File: config.mk
export PLATFORM = sky130hd
export DESIGN_NAME = smm_front_flat
export DESIGN_NICKNAME = d
export VERILOG_FILES = /design/src/smm_pkg.sv /design/src/smm_if.sv /design/src/smm_front.sv /design/src/flat_wrapper.sv
export SDC_FILE = /design/constraint.sdc
export NUM_CORES = 1
export LEC_CHECK = 0
export ABC_CLOCK_PERIOD_IN_PS = 2550
export BUFFER_PORTS_ARGS = -buffer_cell sky130_fd_sc_hd__buf_2
export CAP_MARGIN = 30
export CELL_PAD_IN_SITES_DETAIL_PLACEMENT = 1
export CELL_PAD_IN_SITES_GLOBAL_PLACEMENT = 1
export CORE_MARGIN = 10
export CORE_UTILIZATION = 34
export CTS_CLUSTER_DIAMETER = 200
export DETAILED_ROUTE_END_ITERATION = 6
export GPL_TIMING_DRIVEN = 1
export PLACE_DENSITY = 0.83
export SYNTH_ARGS = -nofsm -noshare
export SYNTH_HDL_FRONTEND = slang
export SYNTH_SLANG_ARGS = --single-unit
File: constraint.sdc
create_clock -name clk -period 2.55 [get_ports clk]
set_input_delay 0.3825 -clock clk [delete_from_list [all_inputs] [get_ports clk]]
set_output_delay 0.3825 -clock clk [all_outputs]
set_load 0.01 [all_outputs]
File: src/smm_pkg.sv
// Shared types, codes and field widths for the scaled matrix multiply block.
package smm_pkg;

  localparam int ELEM_W      = 16;
  localparam int FIELD_IDX_W = 6;
  localparam int DIM_REG_W   = 7;
  localparam int Y_W         = 48;
  localparam int CFG_IDX_W   = 3;
  localparam int QUEUE_DEPTH = 4;

  localparam logic [1:0] REQ_LOAD_A = 2'd0;
  localparam logic [1:0] REQ_LOAD_B = 2'd1;
  localparam logic [1:0] REQ_LOAD_C = 2'd2;
  localparam logic [1:0] REQ_READ_Y = 2'd3;

  localparam logic [CFG_IDX_W-1:0] CFG_M_ROWS      = 3'd0;
  localparam logic [CFG_IDX_W-1:0] CFG_N_COLS      = 3'd1;
  localparam logic [CFG_IDX_W-1:0] CFG_K_DEPTH     = 3'd2;
  localparam logic [CFG_IDX_W-1:0] CFG_TRANS_A     = 3'd3;
  localparam logic [CFG_IDX_W-1:0] CFG_TRANS_B     = 3'd4;
  localparam logic [CFG_IDX_W-1:0] CFG_ALPHA       = 3'd5;
  localparam logic [CFG_IDX_W-1:0] CFG_BETA        = 3'd6;
  localparam logic [CFG_IDX_W-1:0] CFG_BIAS_ENABLE = 3'd7;

  typedef struct packed {
    logic [DIM_REG_W-1:0]     m_rows;
    logic [DIM_REG_W-1:0]     n_cols;
    logic [DIM_REG_W-1:0]     k_depth;
    logic                     trans_a;
    logic                     trans_b;
    logic signed [ELEM_W-1:0] alpha;
    logic signed [ELEM_W-1:0] beta;
    logic                     bias_enable;
  } cfg_t;

  typedef struct packed {
    logic [1:0]               req_type;
    logic [FIELD_IDX_W-1:0]   row;
    logic [FIELD_IDX_W-1:0]   col;
    logic signed [ELEM_W-1:0] value;
    logic                     ok;
  } cmd_t;

endpackage

File: src/smm_if.sv
// Handshake channels of the block: request, response and configuration write.
interface smm_req_if;
  logic                                     valid;
  logic                                     ready;
  logic [1:0]                               req_type;
  logic [smm_pkg::FIELD_IDX_W-1:0]          row_index;
  logic [smm_pkg::FIELD_IDX_W-1:0]          col_index;
  logic signed [smm_pkg::ELEM_W-1:0]        elem_value;

  modport source (output valid, req_type, row_index, col_index, elem_value, input ready);
  modport sink   (input valid, req_type, row_index, col_index, elem_value, output ready);
endinterface


interface smm_cfg_if;
  logic                                     valid;
  logic                                     ready;
  logic [smm_pkg::CFG_IDX_W-1:0]            index;
  logic [smm_pkg::ELEM_W-1:0]               data;

  modport source (output valid, index, data, input ready);
  modport sink   (input valid, index, data, output ready);
endinterface

File: src/smm_front.sv
// Front end: configuration registers, request range checks and queue push.
module smm_front #(
  parameter int MAX_DIM = 64
) (
  input  logic                clk,
  input  logic                rst,
  smm_req_if.sink             req,
  smm_cfg_if.sink             cfg,
  input  logic                queue_full,
  output logic                push,
  output smm_pkg::cmd_t       push_cmd,
  output smm_pkg::cfg_t       cfg_q
);

  localparam int DIM_W = $clog2(MAX_DIM + 1);
  localparam int CMP_W = (DIM_W > smm_pkg::DIM_REG_W) ? DIM_W : smm_pkg::DIM_REG_W;
  localparam logic [CMP_W-1:0] DIM_MAX = CMP_W'(MAX_DIM);

  logic [CMP_W-1:0] m_eff;
  logic [CMP_W-1:0] n_eff;
  logic [CMP_W-1:0] row_c;
  logic [CMP_W-1:0] col_c;
  logic             in_store;
  logic             in_dims;
  logic             is_read;

  assign cfg.ready = 1'b1;

  always_ff @(posedge clk) begin
    if (rst) begin
      cfg_q.m_rows      <= smm_pkg::DIM_REG_W'(64);
      cfg_q.n_cols      <= smm_pkg::DIM_REG_W'(64);
      cfg_q.k_depth     <= smm_pkg::DIM_REG_W'(64);
      cfg_q.trans_a     <= 1'b0;
      cfg_q.trans_b     <= 1'b0;
      cfg_q.alpha       <= smm_pkg::ELEM_W'(256);
      cfg_q.beta        <= '0;
      cfg_q.bias_enable <= 1'b0;
    end else if (cfg.valid) begin
      case (cfg.index)
        smm_pkg::CFG_M_ROWS:      cfg_q.m_rows      <= cfg.data[smm_pkg::DIM_REG_W-1:0];
        smm_pkg::CFG_N_COLS:      cfg_q.n_cols      <= cfg.data[smm_pkg::DIM_REG_W-1:0];
        smm_pkg::CFG_K_DEPTH:     cfg_q.k_depth     <= cfg.data[smm_pkg::DIM_REG_W-1:0];
        smm_pkg::CFG_TRANS_A:     cfg_q.trans_a     <= cfg.data[0];
        smm_pkg::CFG_TRANS_B:     cfg_q.trans_b     <= cfg.data[0];
        smm_pkg::CFG_ALPHA:       cfg_q.alpha       <= cfg.data;
        smm_pkg::CFG_BETA:        cfg_q.beta        <= cfg.data;
        smm_pkg::CFG_BIAS_ENABLE: cfg_q.bias_enable <= cfg.data[0];
        default: ;
      endcase
    end
  end

  // Dimensions above the store size act as the store size.
  assign m_eff = (CMP_W'(cfg_q.m_rows) > DIM_MAX) ? DIM_MAX : CMP_W'(cfg_q.m_rows);
  assign n_eff = (CMP_W'(cfg_q.n_cols) > DIM_MAX) ? DIM_MAX : CMP_W'(cfg_q.n_cols);
  assign row_c = CMP_W'(req.row_index);
  assign col_c = CMP_W'(req.col_index);

  assign in_store = (row_c < DIM_MAX) && (col_c < DIM_MAX);
  assign in_dims  = (row_c < m_eff) && (col_c < n_eff);
  assign is_read  = (req.req_type == smm_pkg::REQ_READ_Y);

  assign req.ready = !queue_full;
  // Drop loads that fall outside the store; every read goes on.
  assign push      = req.valid && !queue_full && (is_read || in_store);

  assign push_cmd.req_type = req.req_type;
  assign push_cmd.row      = req.row_index;
  assign push_cmd.col      = req.col_index;
  assign push_cmd.value    = req.elem_value;
  assign push_cmd.ok       = is_read ? in_dims : in_store;

endmodule

File: src/flat_wrapper.sv
// flat-port wrapper written by rule: the top's interface ports become plain ports
module smm_front_flat 
#(
  parameter int MAX_DIM = 64
)
  (clk, rst, queue_full, push, push_cmd, cfg_q, req_valid, req_req_type, req_row_index, req_col_index, req_elem_value, req_ready, cfg_valid, cfg_index, cfg_data, cfg_ready);
  smm_req_if req_i ();
  smm_cfg_if cfg_i ();
  input  logic clk;
  input  logic rst;
  input  logic queue_full;
  output logic push;
  output smm_pkg::cmd_t push_cmd;
  output smm_pkg::cfg_t cfg_q;
  input wire logic [$bits(req_i.valid)-1:0] req_valid;
  input wire logic [$bits(req_i.req_type)-1:0] req_req_type;
  input wire logic [$bits(req_i.row_index)-1:0] req_row_index;
  input wire logic [$bits(req_i.col_index)-1:0] req_col_index;
  input wire logic [$bits(req_i.elem_value)-1:0] req_elem_value;
  output wire logic [$bits(req_i.ready)-1:0] req_ready;
  input wire logic [$bits(cfg_i.valid)-1:0] cfg_valid;
  input wire logic [$bits(cfg_i.index)-1:0] cfg_index;
  input wire logic [$bits(cfg_i.data)-1:0] cfg_data;
  output wire logic [$bits(cfg_i.ready)-1:0] cfg_ready;
  assign req_i.valid = req_valid;
  assign req_i.req_type = req_req_type;
  assign req_i.row_index = req_row_index;
  assign req_i.col_index = req_col_index;
  assign req_i.elem_value = req_elem_value;
  assign req_ready = req_i.ready;
  assign cfg_i.valid = cfg_valid;
  assign cfg_i.index = cfg_index;
  assign cfg_i.data = cfg_data;
  assign cfg_ready = cfg_i.ready;
  smm_front #(.MAX_DIM(MAX_DIM)) u_core (.clk(clk), .rst(rst), .req(req_i), .cfg(cfg_i), .queue_full(queue_full), .push(push), .push_cmd(push_cmd), .cfg_q(cfg_q));
endmodule
Word level (Yosys, flattened, before mapping)

Cells that the tools add are included.

Magnitude comparators: 6
Equal/unequal tests: 8
Muxes and demuxes: 3
Reduce and logical (&&, ||, !) cells: 15

Operators with widths:

| kind                 | count |
|---|---|
| $reduce_and A2 Y1    | 8 |
| $gt A7 B7 Y1 const B | 2 |
| $lt A6 B7 Y1         | 2 |
| $lt A6 B7 Y1 const B | 2 |
| $mux W7              | 2 |
| $eq A3 B3 Y1 const B | 4 |
| $eq A3 B2 Y1 const B | 2 |
| $logic_and A1 B1 Y1  | 4 |
| $eq A3 B1 Y1 const B | 1 |
| $logic_not A3 Y1     | 1 |
| $eq A2 B2 Y1 const B | 1 |
| $logic_not A1 Y1     | 1 |
| $logic_or A1 B1 Y1   | 1 |
| $mux W1              | 1 |

Register bits: 56
Input bits: 54
Word-level logic and storage cells: 40

Longest topological paths before layout

Depth after elaboration: 5
Gate-level depth with buffers: 6

Worst setup path after synthesis

Ideal clock, no wire load.

Path type: register to output
Start: register u_core.cfg_q[55] (netlist name)
End: output push_cmd[0] (netlist name)
Data arrival time: 1.474 ns
Data required time: 2.168 ns
Slack: 0.693 ns
Cell stages (with the launch flop): 6
Path buffers: 0
Cells stage by stage: dfxtp_1 > nand2b_1 > ha_1 > a2111oi_0 > o21ai_0 > a22oi_1

RTL lines:

| item      | line               | text |
|---|---|---|
| to (decl) | flat_wrapper.sv:13 | `output smm_pkg::cmd_t push_cmd;` |

==> qor.csv <==
stage,metric,value,unit
detailed_routing,wire per inst,17.1,microns
setup_path,CP Class,reg -> out,
finish,top flop regs,u_core.cfg_q: 56 flops,
clock_network,H-tree depth,2,
detailed_routing,Residual DRC,0,
clock_network,setup bufs post-CTS,0,
logic_synthesis,fraction of registers with async set/reset,0,%
detailed_routing,Post-Route WL,8150,microns
finish,ratio of cells with drive above 1 in the final layout,44.5,%
sta,setup TNS,0,ps
floorplanning,total core area,7770,sq um
logic_synthesis,top_reg_cell synth,dfxtp_1,
clock_network,Longest Clk Path Bufs,2,
detailed_routing,antenna-violating nets left,0,
floorplanning,Die Height,110,microns
clock_network,CTS tree,yes,
sta,worst slew pin tran,790,ps
finish,max FFs per register,56,
setup_path,CP max FO,8,
global_routing,first-pass GRT wire length,13000,microns
clock_network,clock sinks,56,
floorplanning,# rows,32,
logic_synthesis,number of synthesized flops with an enable pin,0,
sta,minimum clock period,2310,ps
finish,area grow syn2layout,16.8,%
global_routing,Total GRT Usage,13.6,%
sta,Final setup violation count,0,
setup_path,Critical Path AT,1930,ps
place,IO buf count,110,
finish,utilization after layout,41.2,%
floorplanning,I/O pins,144,
logic_synthesis,synthesized flop and latch total,56,
sta,max-slew violations,0,
global_routing,largest net degree at the start of global routing,25,
logic_synthesis,Synth Warn #,0,
setup_path,required time of the critical path,2170,ps
setup_path,Reg2Reg Setup Slack,1640,ps
setup_path,R2R depth,2,
power,Pwr Density,507,nW/um^2
finish,"commonest cells after routing, fill and taps aside","buf_2, dfxtp_1, nand2_1, nor2_1, mux2i_1",
detailed_routing,Initial DRT Pass Iterations,4,
place,GPL Wtd Cong,0.737,
finish,fin nets,438,
finish,"commonest non-fill, non-tap cell in the layout",buf_2,
logic_synthesis,Post-Synthesis Cell Area,2740,sq um
clock_network,clk_lat worst skew,310,ps
sta,final hold vios,0,
global_routing,total gr overflow,0,
setup_path,startpoint types,register,
clock_network,Root Buffer,clkbuf_8,
sta,Setup Skew,0,ps
logic_synthesis,"Distinct cells, synth",35,
detailed_routing,average vias per placed instance,4.62,
setup_path,end of the critical path,push_cmd[0],
sta,hold_ws,302,ps
hold_path,Hold Path Class,in -> reg,
run_status,status,"complete, no violations",
logic_synthesis,Post-Syn Nets,363,
global_routing,vias in the first global route,2387,
detailed_routing,via count,2204,
setup_path,Worst R2R End,u_core.cfg_q[48],
logic_synthesis,register area share after synthesis,40.9,%
setup_path,capturing element type of the critical path,output pin,
clock_network,"Reg clk slew, reported paths",110,ps
power,maximum vdd ir drop,0.194,mV
detailed_routing,number of DRC markers in iteration 0,73,
finish,# diodes,0,
floorplanning,Initial Utilization,35.3,%
power,Leak,0.00135,uW
clock_network,number of CTS-inserted buffers,5,
place,DP Wirelength,6590,microns
job,max_cap viols,0,
global_routing,initial antenna violation count,0,
finish,Biggest register,u_core.cfg_q,
setup_path,Worst Setup SP,u_core.cfg_q[55],
sta,Rel. slew slack,47.3,%
sta,Max Clk Rate,433,MHz
floorplanning,Die Span X,110,microns
floorplanning,Die Area,12100,sq um
logic_synthesis,Post-Syn Instances,299,
logic_synthesis,Syn Area/Cell,9.17,sq um
finish,Fillers,947,
sta,RSZ-0062 raised after global routing,no,
sta,Final period util,90.6,%
setup_path,Critical R2R Launch,u_core.cfg_q[48],
==> what timing repair did <==
item,in CTS,in global routing
hold buffers,0,0
endpoints found under the setup margin,0,1
resized for setup,0,2
==> cells in the mapped netlist (2+ instances only) <==
| cell type | instances | area (sq um) |
|---|---|---|
| nor2b_1 | 4 | 25.0 |
| nor2_4 | 3 | 33.8 |
| buf_6 | 2 | 22.5 |
| mux2i_1 | 21 | 210 |
| or2_1 | 2 | 12.5 |
| a211o_1 | 3 | 26.3 |
| nor2_1 | 26 | 97.6 |
| dfxtp_1 | 56 | 1120 |
| nand2b_1 | 12 | 75.1 |
| a21oi_2 | 19 | 166 |
| clkbuf_1 | 6 | 22.5 |
| a21oi_1 | 14 | 70.1 |
| ha_1 | 10 | 125 |
| nand2_2 | 19 | 119 |
| nand2_1 | 48 | 180 |
| buf_12 | 2 | 40.0 |
| buf_4 | 31 | 233 |
| buf_2 | 2 | 10.0 |
| nand2b_4 | 3 | 41.3 |
==> kinds of logic after synthesis <==
group / after synthesis / share of synthesized area, %
DFF: 56 / 40.9
other: 1 / 0.137
AOI/OAI and AO/OA: 44 / 11.7
and+or+nand+nor: 122 / 22.8
adders and majority gates: 10 / 4.56
muxes: 21 / 7.67
buffers and inverters: 45 / 12.2
==> report_power, final <==
| group | leakage (uW) | internal, uW | switching (uW) |
|---|---|---|---|
| clock network | 0.0000452 | 201 | 308 |
| registers | 0.000453 | 894 | 12.9 |
| logic | 0.000848 | 84.4 | 124 |
| total | 0.00135 | 1180 | 445 |
==> through the flow <==
step                area, sq um  std cells  power, uW  setup WS (ps)
floorplan                  2740        299       1080            693
finish                     3200        477       1620            239
global route               3200        477       1720           52.5
detailed placement         3100        469       1140            494
global placement           3100        469       1130            520
CTS                        3200        477       1650            115
==> routing by layer <==
metal	GRT usage (%)	vias up	share of wire (%)
met1	14.8	1030	39
met4	4.93	0	2.1
met3	3.80	11	8.1
met5	0	-	0
li1	-	1097	-
met2	24.5	66	51
==> worst max-delay path: stages, from the launching register on <==
cell,delay (ps)
dfxtp_1,370
nand2b_1,170
ha_1,300
a2111oi_2,290
o21ai_0,140
a22oi_1,180
buf_2,160
==> cell type report <==
type	count	area, sq um	share of cell area (%)
Tap cell	102	128	3.98
Multi-Input combinational cell	198	1290	40.3
Clock buffer	5	68.8	2.15
Clock inverter	3	25.0	0.781
Inverter	1	3.75	0.117
Sequential cell	56	1120	35.0
Timing Repair Buffer	112	566	17.7
==> how the worst min path moves through the flow <==
| stage | from | end | slack [ps] | depth (start not counted) |
|---|---|---|---|---|
| finish | cfg_data[8] | u_core.cfg_q[25] | 300 | 3 |
| global route | cfg_data[8] | u_core.cfg_q[25] | 310 | 3 |
| CTS | cfg_data[8] | u_core.cfg_q[25] | 300 | 3 |
| detailed placement | u_core.cfg_q[20] | u_core.cfg_q[20] | 450 | 2 |
| global placement | u_core.cfg_q[17] | u_core.cfg_q[17] | 440 | 2 |
| floorplan | u_core.cfg_q[16] | u_core.cfg_q[16] | 480 | 2 |
No activity file was read; power rests on OpenSTA's default activity.
